--- config.mk ---
export PLATFORM = sky130hd
export DESIGN_NAME = freq_period_meter_with_jump_check
export DESIGN_NICKNAME = d
export VERILOG_FILES = /design/src/fpm_pkg.sv /design/src/fpm_datapath.sv /design/src/fpm_ctrl.sv /design/src/freq_period_meter_with_jump_check.sv
export SDC_FILE = /design/constraint.sdc
export NUM_CORES = 2
export LEC_CHECK = 0
export BUFFER_PORTS_ARGS = -buffer_cell sky130_fd_sc_hd__buf_4
export CAP_MARGIN = 20
export CORE_MARGIN = 1
export CORE_UTILIZATION = 41
export DETAILED_ROUTE_END_ITERATION = 10
export PLACE_DENSITY_LB_ADDON = 0.25
export SYNTH_ARGS = -nofsm -noshare
export SYNTH_HDL_FRONTEND = slang
export SYNTH_HIERARCHICAL = 1
export SYNTH_SLANG_ARGS = --single-unit
export TNS_END_PERCENT = 5
--- constraint.sdc ---
create_clock -name clk -period 15.94 [get_ports clk]
set_clock_uncertainty 0.15 [all_clocks]
set_input_delay 1.594 -clock clk [delete_from_list [all_inputs] [get_ports clk]]
set_output_delay 1.594 -clock clk [all_outputs]
set_load 0.005 [all_outputs]
--- src/fpm_pkg.sv ---
// ----------------------------------------------------------------------------
// fpm_pkg: shared types and constants of the frequency and period meter
// Word types of both channels, register fields, controller commands and
// the scale tables that turn counts into milli-hertz.
// ----------------------------------------------------------------------------
package fpm_pkg;

  // Width of a frequency in milli-hertz.
  localparam int FREQ_W = 48;
  // Width of the period-mode numerator (largest is 1e13 mHz).
  localparam int NUM_W = 44;
  // Width of a gate scale factor (largest is 10000).
  localparam int SCALE_W = 14;
  // Width of the products taken for the jump check.
  localparam int CHK_W = FREQ_W + 4;

  // Input word: one finished counter value.
  typedef struct packed {
    logic        action;
    logic [31:0] count;
  } item_t;

  // Result word.
  typedef struct packed {
    logic [FREQ_W-1:0] freq_mhz;
    logic              is_error;
    logic              updated;
  } result_t;

  // Configuration register fields.
  typedef struct packed {
    logic       meter_enabled;
    logic [1:0] gate_time_sel;
    logic [1:0] ref_clock_sel;
    logic [1:0] periods_sel;
  } cfg_t;

  // Commands from the controller to the datapath.
  typedef struct packed {
    logic latch;
    logic set_period;
    logic mul;
    logic zero;
    logic div_start;
    logic div_step;
    logic check;
    logic commit;
  } cmd_t;

  // Status from the datapath to the controller.
  typedef struct packed {
    logic action;
    logic period_mode;
    logic count_low;
    logic count_zero;
    logic div_last;
  } status_t;

  // Gate scales in mHz per counted edge: x10, x1 and x0.1 Hz.
  localparam logic [SCALE_W-1:0] GATE_MHZ [3] = '{
    SCALE_W'(10000), SCALE_W'(1000), SCALE_W'(100)
  };
  localparam logic [SCALE_W-1:0] GATE_MHZ_DEFAULT = SCALE_W'(10000);

  // Reference frequency in mHz times the averaged period count.
  localparam logic [NUM_W-1:0] PERIOD_NUM [4][3] = '{
    '{44'd100000000,    44'd1000000000,    44'd10000000000},
    '{44'd1000000000,   44'd10000000000,   44'd100000000000},
    '{44'd10000000000,  44'd100000000000,  44'd1000000000000},
    '{44'd100000000000, 44'd1000000000000, 44'd10000000000000}
  };
  localparam logic [NUM_W-1:0] PERIOD_NUM_DEFAULT = 44'd1000000000;

  // Selector code three behaves as code two.
  function automatic logic [1:0] sat2(input logic [1:0] sel);
    sat2 = (sel == 2'd3) ? 2'd2 : sel;
  endfunction

  // Gate scale chosen by the configuration.
  function automatic logic [SCALE_W-1:0] gate_scale(input cfg_t cfg);
    if (cfg.meter_enabled) begin
      gate_scale = GATE_MHZ[sat2(cfg.gate_time_sel)];
    end else begin
      gate_scale = GATE_MHZ_DEFAULT;
    end
  endfunction

  // Period-mode numerator chosen by the configuration.
  function automatic logic [NUM_W-1:0] period_num(input cfg_t cfg);
    if (cfg.meter_enabled) begin
      period_num = PERIOD_NUM[cfg.ref_clock_sel][sat2(cfg.periods_sel)];
    end else begin
      period_num = PERIOD_NUM_DEFAULT;
    end
  endfunction

endpackage

--- src/fpm_datapath.sv ---
// ----------------------------------------------------------------------------
// fpm_datapath: arithmetic and measurement state
// Holds the latched count, the gate multiplier, a restoring divider for
// period counts, the jump check and the shown frequency and error.
// ----------------------------------------------------------------------------
module fpm_datapath #(
  parameter int COUNT_WIDTH     = 32,
  parameter int LOW_COUNT_LIMIT = 1000
) (
  input  logic                      clk,
  input  logic                      rst,
  input  fpm_pkg::cfg_t             cfg,
  input  fpm_pkg::item_t            item,
  input  fpm_pkg::cmd_t             cmd,
  output fpm_pkg::status_t          status,
  output logic [fpm_pkg::FREQ_W-1:0] shown_freq,
  output logic                      shown_error
);

  localparam int STEP_W = $clog2(fpm_pkg::NUM_W);
  localparam int PROD_W = COUNT_WIDTH + fpm_pkg::SCALE_W;

  logic                          action;
  logic [COUNT_WIDTH-1:0]        cnt;
  logic                          period_mode;
  logic [fpm_pkg::FREQ_W-1:0]    freq;
  logic [fpm_pkg::FREQ_W-1:0]    prev_freq;
  logic [fpm_pkg::CHK_W-1:0]     ten_freq;
  logic [fpm_pkg::CHK_W-1:0]     prev_x9;
  logic [fpm_pkg::CHK_W-1:0]     prev_x11;
  logic [fpm_pkg::NUM_W-1:0]     quo;
  logic [COUNT_WIDTH-1:0]        rem;
  logic [STEP_W-1:0]             step_cnt;

  logic [PROD_W-1:0]             gate_prod;
  logic [COUNT_WIDTH:0]          trial;
  logic [COUNT_WIDTH:0]          diff;
  logic                          q_bit;
  logic [fpm_pkg::NUM_W-1:0]     quo_next;
  logic [COUNT_WIDTH-1:0]        rem_next;
  logic                          jump;

  // Gate result: count times the gate scale.
  assign gate_prod = PROD_W'(cnt) * PROD_W'(fpm_pkg::gate_scale(cfg));

  // One restoring division step: shift in the next numerator bit.
  assign trial    = {rem, quo[fpm_pkg::NUM_W-1]};
  assign diff     = trial - {1'b0, cnt};
  assign q_bit    = !diff[COUNT_WIDTH];
  assign rem_next = q_bit ? diff[COUNT_WIDTH-1:0] : trial[COUNT_WIDTH-1:0];
  assign quo_next = {quo[fpm_pkg::NUM_W-2:0], q_bit};

  // A move of more than ten percent either way is a jump.
  assign jump = (ten_freq < prev_x9) || (ten_freq > prev_x11);

  // Status toward the controller.
  assign status.action      = action;
  assign status.period_mode = period_mode;
  assign status.count_low   = cnt < COUNT_WIDTH'(LOW_COUNT_LIMIT);
  assign status.count_zero  = (cnt == '0);
  assign status.div_last    = (step_cnt == STEP_W'(fpm_pkg::NUM_W - 1));

  // Measurement state, cleared by reset.
  always_ff @(posedge clk) begin
    if (rst) begin
      period_mode <= 1'b0;
      prev_freq   <= '0;
      shown_freq  <= '0;
      shown_error <= 1'b0;
    end else begin
      if (cmd.set_period) begin
        period_mode <= 1'b1;
      end
      if (cmd.commit) begin
        period_mode <= 1'b0;
        prev_freq   <= freq;
        shown_error <= jump;
        if (!jump) begin
          shown_freq <= freq;
        end
      end
    end
  end

  // Working registers: latched word, divider, candidate value and products.
  always_ff @(posedge clk) begin
    if (cmd.latch) begin
      action <= item.action;
      cnt    <= item.count[COUNT_WIDTH-1:0];
    end
    if (cmd.mul) begin
      freq <= fpm_pkg::FREQ_W'(gate_prod);
    end
    if (cmd.zero) begin
      freq <= '0;
    end
    if (cmd.div_start) begin
      quo      <= fpm_pkg::period_num(cfg);
      rem      <= '0;
      step_cnt <= '0;
    end
    if (cmd.div_step) begin
      quo      <= quo_next;
      rem      <= rem_next;
      step_cnt <= step_cnt + 1'b1;
      if (status.div_last) begin
        freq <= fpm_pkg::FREQ_W'(quo_next);
      end
    end
    if (cmd.check) begin
      ten_freq <= {1'b0, freq, 3'b000} + {3'b000, freq, 1'b0};
      prev_x9  <= {1'b0, prev_freq, 3'b000} + {4'b0000, prev_freq};
      prev_x11 <= {1'b0, prev_freq, 3'b000} + {3'b000, prev_freq, 1'b0}
                  + {4'b0000, prev_freq};
    end
  end

endmodule

--- src/fpm_ctrl.sv ---
// ----------------------------------------------------------------------------
// fpm_ctrl: sequencing of one word
// Decides what an accepted word does, runs the divider, the jump check
// and the commit, and hands the result to the output register.
// ----------------------------------------------------------------------------
module fpm_ctrl (
  input  logic              clk,
  input  logic              rst,
  input  logic              item_valid,
  output logic              item_ready,
  input  fpm_pkg::status_t  status,
  input  logic              out_free,
  output fpm_pkg::cmd_t     cmd,
  output logic              load_out,
  output logic              updated
);

  typedef enum logic [2:0] {
    S_IDLE,
    S_DECIDE,
    S_DIV,
    S_CHECK,
    S_COMMIT,
    S_OUT
  } state_t;

  state_t state;
  state_t state_next;
  logic   upd;
  logic   upd_next;

  assign item_ready = (state == S_IDLE);
  assign updated    = upd;

  // Commands and next state.
  always_comb begin
    cmd        = '0;
    load_out   = 1'b0;
    state_next = state;
    upd_next   = upd;
    unique case (state)
      S_IDLE: begin
        if (item_valid) begin
          cmd.latch  = 1'b1;
          state_next = S_DECIDE;
        end
      end
      S_DECIDE: begin
        upd_next = 1'b0;
        if (!status.action) begin
          if (status.period_mode) begin
            state_next = S_OUT;
          end else if (status.count_low) begin
            cmd.set_period = 1'b1;
            state_next     = S_OUT;
          end else begin
            cmd.mul    = 1'b1;
            upd_next   = 1'b1;
            state_next = S_CHECK;
          end
        end else begin
          if (!status.period_mode) begin
            state_next = S_OUT;
          end else if (status.count_zero) begin
            cmd.zero   = 1'b1;
            upd_next   = 1'b1;
            state_next = S_CHECK;
          end else begin
            cmd.div_start = 1'b1;
            upd_next      = 1'b1;
            state_next    = S_DIV;
          end
        end
      end
      S_DIV: begin
        cmd.div_step = 1'b1;
        if (status.div_last) begin
          state_next = S_CHECK;
        end
      end
      S_CHECK: begin
        cmd.check  = 1'b1;
        state_next = S_COMMIT;
      end
      S_COMMIT: begin
        cmd.commit = 1'b1;
        state_next = S_OUT;
      end
      S_OUT: begin
        if (out_free) begin
          load_out   = 1'b1;
          state_next = S_IDLE;
        end
      end
      default: begin
        state_next = S_IDLE;
      end
    endcase
  end

  // State and the registered update flag.
  always_ff @(posedge clk) begin
    if (rst) begin
      state <= S_IDLE;
      upd   <= 1'b0;
    end else begin
      state <= state_next;
      upd   <= upd_next;
    end
  end

endmodule

--- src/freq_period_meter_with_jump_check.sv ---
// ----------------------------------------------------------------------------
// freq_period_meter_with_jump_check: frequency meter with a jump check
// Top level: configuration registers, controller, datapath and the
// registered result word.
// ----------------------------------------------------------------------------
// Each word carries a finished gate count or period count and yields one
// result word with the shown frequency in milli-hertz, the jump error and
// a flag telling whether a new value was computed. Words are handled one
// at a time. A gate count or a zero period count passes through the decide,
// check, commit and output states; an ignored word or a low gate count goes
// from decide straight to output; a nonzero period count first runs the
// restoring divider, which retires one quotient bit per cycle over the 44-bit
// numerator. The next word can be accepted in the cycle after the result is
// loaded. The result sits in an output register, so the next word is taken
// while it waits. The user must write the registers through the APB port at byte
// addresses 0, 4, 8 and 12 only while the block is idle; the block does not enforce it.
module freq_period_meter_with_jump_check #(
  parameter int COUNT_WIDTH     = 32,
  parameter int LOW_COUNT_LIMIT = 1000
) (
  input  logic                clk,
  input  logic                rst,
  input  logic                item_valid,
  output logic                item_ready,
  input  fpm_pkg::item_t      item,
  output logic                result_valid,
  input  logic                result_ready,
  output fpm_pkg::result_t    result,
  input  logic                psel,
  input  logic                penable,
  input  logic                pwrite,
  input  logic [3:0]          paddr,
  input  logic [31:0]         pwdata,
  output logic [31:0]         prdata,
  output logic                pready
);

  localparam logic [1:0] REG_METER_ENABLED = 2'd0;
  localparam logic [1:0] REG_GATE_TIME_SEL = 2'd1;
  localparam logic [1:0] REG_REF_CLOCK_SEL = 2'd2;
  localparam logic [1:0] REG_PERIODS_SEL   = 2'd3;

  fpm_pkg::cfg_t               cfg;
  fpm_pkg::cmd_t               cmd;
  fpm_pkg::status_t            status;
  logic [fpm_pkg::FREQ_W-1:0]  shown_freq;
  logic                        shown_error;
  logic                        load_out;
  logic                        updated;
  logic                        out_free;
  logic                        cfg_write;

  assign pready    = 1'b1;
  assign cfg_write = psel && penable && pwrite && pready;
  assign out_free  = !result_valid || result_ready;

  // Configuration register writes.
  always_ff @(posedge clk) begin
    if (rst) begin
      cfg <= '0;
    end else if (cfg_write) begin
      unique case (paddr[3:2])
        REG_METER_ENABLED: cfg.meter_enabled <= pwdata[0];
        REG_GATE_TIME_SEL: cfg.gate_time_sel <= pwdata[1:0];
        REG_REF_CLOCK_SEL: cfg.ref_clock_sel <= pwdata[1:0];
        REG_PERIODS_SEL:   cfg.periods_sel   <= pwdata[1:0];
        default: ;
      endcase
    end
  end

  // Register read-back.
  always_comb begin
    unique case (paddr[3:2])
      REG_METER_ENABLED: prdata = {31'd0, cfg.meter_enabled};
      REG_GATE_TIME_SEL: prdata = {30'd0, cfg.gate_time_sel};
      REG_REF_CLOCK_SEL: prdata = {30'd0, cfg.ref_clock_sel};
      REG_PERIODS_SEL:   prdata = {30'd0, cfg.periods_sel};
      default:           prdata = '0;
    endcase
  end

  fpm_ctrl u_ctrl (
    .clk        (clk),
    .rst        (rst),
    .item_valid (item_valid),
    .item_ready (item_ready),
    .status     (status),
    .out_free   (out_free),
    .cmd        (cmd),
    .load_out   (load_out),
    .updated    (updated)
  );

  fpm_datapath #(
    .COUNT_WIDTH     (COUNT_WIDTH),
    .LOW_COUNT_LIMIT (LOW_COUNT_LIMIT)
  ) u_datapath (
    .clk         (clk),
    .rst         (rst),
    .cfg         (cfg),
    .item        (item),
    .cmd         (cmd),
    .status      (status),
    .shown_freq  (shown_freq),
    .shown_error (shown_error)
  );

  // Output register: holds the result word until it is taken.
  always_ff @(posedge clk) begin
    if (rst) begin
      result_valid <= 1'b0;
    end else if (load_out) begin
      result_valid <= 1'b1;
    end else if (result_ready) begin
      result_valid <= 1'b0;
    end
  end

  always_ff @(posedge clk) begin
    if (load_out) begin
      result.freq_mhz <= shown_freq;
      result.is_error <= shown_error;
      result.updated  <= updated;
    end
  end

endmodule

**Word-level counts from Yosys, hierarchy flattened**

Cells that the tools add are included.

- Latch bits: 0
- Bits in registers: 479
- ROM bits: 0
- Memory bits (writable): 0
- Output and inout bits: 85
- Bits of input ports: 76
- Word-level logic and storage cells: 127
- Memories kept: 0

- Muxes and demuxes: 55
- Div/mod/pow operators: 0
- Reduce and logical (&&, ||, !) cells: 18
- Bitwise operators: 4
- Multipliers: 1
- Magnitude comparators: 6
- Shift-type cells: 0
- Equality and inequality tests: 14
- Add/subtract/negate cells: 6

Operators with widths:

| cell | count |
|---|---|
| $bmux 132 s2 | 1 |
| $mux 132 | 2 |
| $mux 44 | 5 |
| $mux 48 | 4 |
| $pmux 32 s4 | 1 |
| $add 51x49->52 | 2 |
| $mux 32 | 3 |
| $bmux 44 s2 | 1 |
| $add 51x48->52 | 1 |
| $add 52x48->52 | 1 |
| $gt 52x52->1 | 1 |
| $lt 52x52->1 | 1 |
| $mul 32x14->46 | 1 |
| $mux 14 | 3 |
| $sub 33x32->33 | 1 |
| $logic_not 32->1 | 1 |
| $lt 32x10->1 const B | 1 |
| $bmux 14 s2 | 1 |
| $mux 3 | 7 |
| $pmux 3 s6 | 1 |
| $mux 1 | 17 |
| $mux 2 | 6 |
| $mux 6 | 2 |
| $reduce_and 2->1 | 5 |
| 20 further kinds | 35 |

**Longest topological paths before layout**

- Depth in word-level cells: 12
- Gate-level depth with buffers: 27
- Depth with buffers taken out: 26

**Cells and area by module**

Netlist, hierarchy kept.

Modules (own cells, without submodules):

| module | sequential area each (um2) | area each (um2) | cells each | times used |
|---|---|---|---|---|
| fpm_datapath | 11000.6 | 37502.2 | 3868 | 1 |
| freq_period_meter_with_jump_check | 1661.6 | 2137.0 | 122 | 1 |
| fpm_ctrl | 80.1 | 325.3 | 42 | 1 |

**Least setup slack after synthesis**

Ideal clock, no wire load.

- Kind: flip-flop to flip-flop
- Start point: reg u_ctrl.state[1]
- End point: reg u_datapath/prev_x11[10] (netlist bit) (enable)
- Data required time: 14.902 ns
- Setup slack: 3.221 ns
- Data arrival time: 11.681 ns
- Clock period less this slack: 12.719 ns
- Stages on the path, launching flop included: 3
- Library setup time: 0.888 ns
- Buffers on the path: 1
- Path through: dfxtp_1 -> buf_2 -> nor3b_1

RTL lines:

| element | RTL line | source |
|---|---|---|
| from (decl) | fpm_ctrl.sv:27 | `state_t state;` |
| from (signal assigned) | fpm_ctrl.sv:107 | `state <= state_next;` |
| to (signal assigned) | fpm_datapath.sv:113 | `prev_x11 <= {1'b0, prev_freq, 3'b000} + {3'b000, prev_freq, 1'b0}` |
| to (decl) | fpm_datapath.sv:30 | `logic [fpm_pkg::CHK_W-1:0] prev_x11;` |

**Final worst setup path**

- Start point: reg, netlist name cfg[6]
- End point: reg u_datapath/freq[44] (netlist bit)

- Longest elaborated chain between the ends: 6

RTL lines:

| element | RTL line | source |
|---|---|---|
| $mux 14 (*) | fpm_pkg.sv:81 | `if (cfg.meter_enabled) begin` |
| $mul 32x14->46 (*) | fpm_datapath.sv:44 | `assign gate_prod = PROD_W'(cnt) * PROD_W'(fpm_pkg::gate_scale(cfg));` |
| $mux 48 (*) | fpm_datapath.sv:91 | `if (cmd.mul) begin` |
| $mux 48 (*) | fpm_datapath.sv:94 | `if (cmd.zero) begin` |
| $mux 48 | fpm_datapath.sv:106 | `if (status.div_last) begin` |
| $mux 48 (*) | fpm_datapath.sv:102 | `if (cmd.div_step) begin` |
| to (signal assigned) | fpm_datapath.sv:92 | `freq <= fpm_pkg::FREQ_W'(gate_prod);` |
| to (signal assigned) | fpm_datapath.sv:107 | `freq <= fpm_pkg::FREQ_W'(quo_next);` |
| to (decl) | fpm_datapath.sv:26 | `logic [fpm_pkg::FREQ_W-1:0] freq;` |

Mark *: on every way between the ends. The rest lies on a longest branch, timed or not.
A chain may end at the register's enable or synchronous reset.

==> impl_metrics.tcl <==
set metrics [dict create \
    fmax_mhz 119 \
    ios 161 \
    layout_min_cycle_time_ns 8.37 \
    start_util_pct 41.4 \
    ys_warn_count 6 \
    avgSynthCellArea_um2 9.91 \
    row_count 114 \
    rsz0062_at_grt "no" \
    core_area_um2 96600 \
    syn_area_um2 40000 \
    max_stage_delay_ns 0.79 \
    yosys_register_bits 477 \
    grtUsageTotal_pct 19.4 \
    ys_seq_area_share_pct 31.9 \
    port_buffers 97 \
    powerDensity_nw_per_um2 162 \
    vias_per_cell 5.25 \
    dpl.hpwl_um 73700 \
    async_flop_share_pct 0 \
    synth_flop_cell "edfxtp_1" \
    ctsLongestPathBuffers 3 \
    die_y_um 314 \
    worstSetupPathType "register to register" \
    holdCritPathClass "register to register" \
    antenna_found_initial 0 \
    crit_top_cell "fa_1" \
    comb_power_share_pct 56.8 \
    synth-edff-count 319 \
    seqCellArea_um2 12700 \
    final_hold_viol_count 0 \
    cap_violations 0 \
    drt_iter0_markers 1608 \
    internal_power_mw 4.05 \
    dieArea_um2 98700 \
    place_area_um2 41900 \
    drive_gt1_share_pct 6.10 \
    grt_pass1_vias 28900 \
    multi_input_area_um2 24900 \
    setup_tns_ns 0 \
    cts_buffers 56 \
    worst_pin_slew_ns 1.09 \
    worstSkewPairLatency_ns 0.67 \
    clkPwrFrac_pct 18.9 \
    clkSinkCount 477 \
    utilization_pct 45.5 \
    stdcell_count 5410 \
    holdWs_ns 0.266 \
    syn_inst 4032 \
    fin_ws_ns 7.57 \
    wire_per_inst_um 17.4 \
    finalInstanceArea_um2 43900 \
    status "completed" \
    post-place-cells 5303 \
    area_growth_pct 9.84 \
    power.switching_mw 3.07 \
    crit_path_start_kind "register" \
    end_kind "register" \
    overflow 0 \
    ant_nets 0 \
    swShare_pct 43.1 \
    drtPass1Iterations 6 \
    power.leakage_nw 20.7 \
    dr_total_vias 28400 \
    cts_resized 0 \
    diodes 0 \
    dieWidth_um 314 \
    setup_violations 0 \
    clk_pin_slew_ns 0.06 \
    place_ws_ns 7.55 \
    fin_crit_sh_pct 52.5 \
    cts_root_buffer "clkbuf_16" \
    nFillCells 9104 \
    crit_arrival_ns 8.76 \
    critPathMaxFanout 25 \
    finalMaxSlewViolations 0 \
    ir_drop_mv 0.150 \
    layout.nets 4900 \
    slew_headroom_pct 26.9 \
    drc 0 \
    post_cts_buffers 0 \
    critPathRequiredTime_ns 16.32 \
    finalPower_mw 7.12 \
    htreeDepth 2 \
    cpMaxStageDelayCell "nand2_1" \
    drt-total-wl_um 94200 \
    power_frac_seq_pct 24.3 \
    cts_tree "yes" \
    grt_max_degree 155 \
    grt_pass1_wl_um 153000 \
    synth_cell_types 90 \
    place.gp.congestion 0.914 \
    hold_buffers 0 \
]
==> synth_stat cells, drive strengths merged, types with 6 or more instances <==
| master | count | area [um2] |
|---|---|---|
| dfxtp | 158 | 3160 |
| o21bai | 26 | 195 |
| o41ai | 6 | 67.6 |
| fa | 288 | 5770 |
| o21ai | 192 | 961 |
| a41oi | 7 | 68.8 |
| a21boi | 6 | 48.8 |
| a22oi | 13 | 97.6 |
| and2 | 34 | 213 |
| a22o | 7 | 61.3 |
| o21a | 44 | 332 |
| xnor2 | 122 | 1070 |
| o2111ai | 7 | 61.3 |
| nor3b | 7 | 63.8 |
| clkbuf | 93 | 349 |
| and4 | 6 | 53.8 |
| buf | 61 | 370 |
| o31ai | 24 | 185 |
| edfxtp | 319 | 9580 |
| or3 | 11 | 78.8 |
| a211o | 9 | 78.8 |
| ha | 450 | 5630 |
| o211a | 6 | 60.1 |
| nor2b | 43 | 269 |
| nand4 | 47 | 294 |
| nor2 | 320 | 1200 |
| and3 | 23 | 144 |
| a221oi | 10 | 93.8 |
| a2111oi | 6 | 53.8 |
| or2 | 9 | 56.3 |
| nand2 | 276 | 1040 |
| nand2b | 50 | 313 |
| mux2i | 128 | 1280 |
| o31a | 10 | 87.6 |
| xor2 | 65 | 569 |
| nand3 | 73 | 365 |
| a211oi | 24 | 190 |
| nor4 | 13 | 81.3 |
| nor3 | 59 | 295 |
| a21oi | 227 | 1140 |
| o22ai | 6 | 37.5 |
| o211ai | 21 | 158 |
| a21o | 164 | 1230 |
| inv | 478 | 1790 |
| a31oi | 23 | 150 |
==> worst max-delay path: cells and delay by family (launching register included) <==
kind	cells	cell delay [ns]
buf+inv	5	0.50
simple gates	5	1.70
fa+ha+maj	7	3.06
compound gates	7	1.92
mux	1	0.18
flops	1	0.72
==> final timing paths <==
| check | slack [ns] | depth (start not counted) | start | endpoint |
|---|---|---|---|---|
| worst max-delay path | 7.57 | 25 | cfg[6]$_SDFFE_PP0P_ | u_datapath/freq[44]$_DFF_P_ |
| worst min-delay path | 0.27 | 0 | u_datapath/shown_freq[32]$_SDFFE_PP0P_ | result[34]$_DFFE_PP_ |
| worst max register to register | 7.57 | 25 | cfg[6]$_SDFFE_PP0P_ | u_datapath/freq[44]$_DFF_P_ |
| worst min register to register | 0.27 | 0 | u_datapath/shown_freq[32]$_SDFFE_PP0P_ | result[34]$_DFFE_PP_ |
==> flip-flops by register name, indices dropped and copies added, names as in the netlist, 44 cells and up <==
signal / flops
u_datapath/shown_freq: 48
u_datapath/freq: 48
u_datapath/quo: 44
u_datapath/ten_freq: 51
u_datapath/prev_x9: 52
u_datapath/prev_x11: 51
u_datapath/prev_freq: 48
result: 50
==> layer usage <==
layer  track usage (%)  wire length (um)  vias to the layer above
met5                 0                 0                        -
met4              6.51              2810                        0
met3              2.13              3490                      133
met2              32.0             43700                      508
met1              26.4             44200                    13600
li1                  -                 -                    14200
==> placed cells by master (no fill, tap or decap), types with 10 or more instances in the layout <==
master / instances
mux2i_1: 128
and2_1: 32
o21ai_0: 185
o31a_1: 10
ha_1: 450
a211oi_1: 22
o21a_1: 43
nor2b_1: 43
a31oi_1: 22
nand2b_1: 50
buf_4: 118
clkbuf_16: 61
a21o_1: 164
nand3_1: 73
nor3_1: 59
nor4_1: 13
edfxtp_1: 319
xnor2_1: 121
dfxtp_1: 158
conb_1: 31
o31ai_1: 23
and3_1: 23
nor2_1: 317
inv_1: 477
xor2_1: 65
nand4_1: 47
clkinv_2: 10
o211ai_1: 21
fa_1: 288
clkbuf_1: 18
nand2_1: 276
o21bai_1: 25
a21oi_1: 227
a22oi_1: 13
==> cells by family (layout without fill, tap and decap cells) <==
group	count (synthesis)	after routing	synth area share, %
other	2	31	0.0188
xor gates and xnor gates	187	187	4.10
buffers and inverters	633	706	6.30
DFF	477	477	31.9
and+or+nand+nor	985	985	11.5
adders and majority gates	738	738	28.5
AOI/OAI and AO/OA	878	878	14.4
muxes	132	132	3.36
==> power by group through the flow <==
stage,clock (mW),sequential (mW),combinational [mW]
after floorplan,0,1.65,3.19
after global placement,0,1.75,4.00
after detailed placement,0,1.76,4.02
after CTS,1.38,1.73,4.06
after global routing,1.43,1.75,4.58
final,1.35,1.73,4.04
==> area by class of cell <==
type | count | share of cell area [%]
clock buffer | 83 | 3.76
clock inverter | 23 | 0.664
inverter | 479 | 4.10
multi-input combinational | 2951 | 56.7
sequential | 477 | 29.0
tap | 1276 | 3.64
timing repair buffer | 121 | 2.15
(Power assumes the default switching activity.)
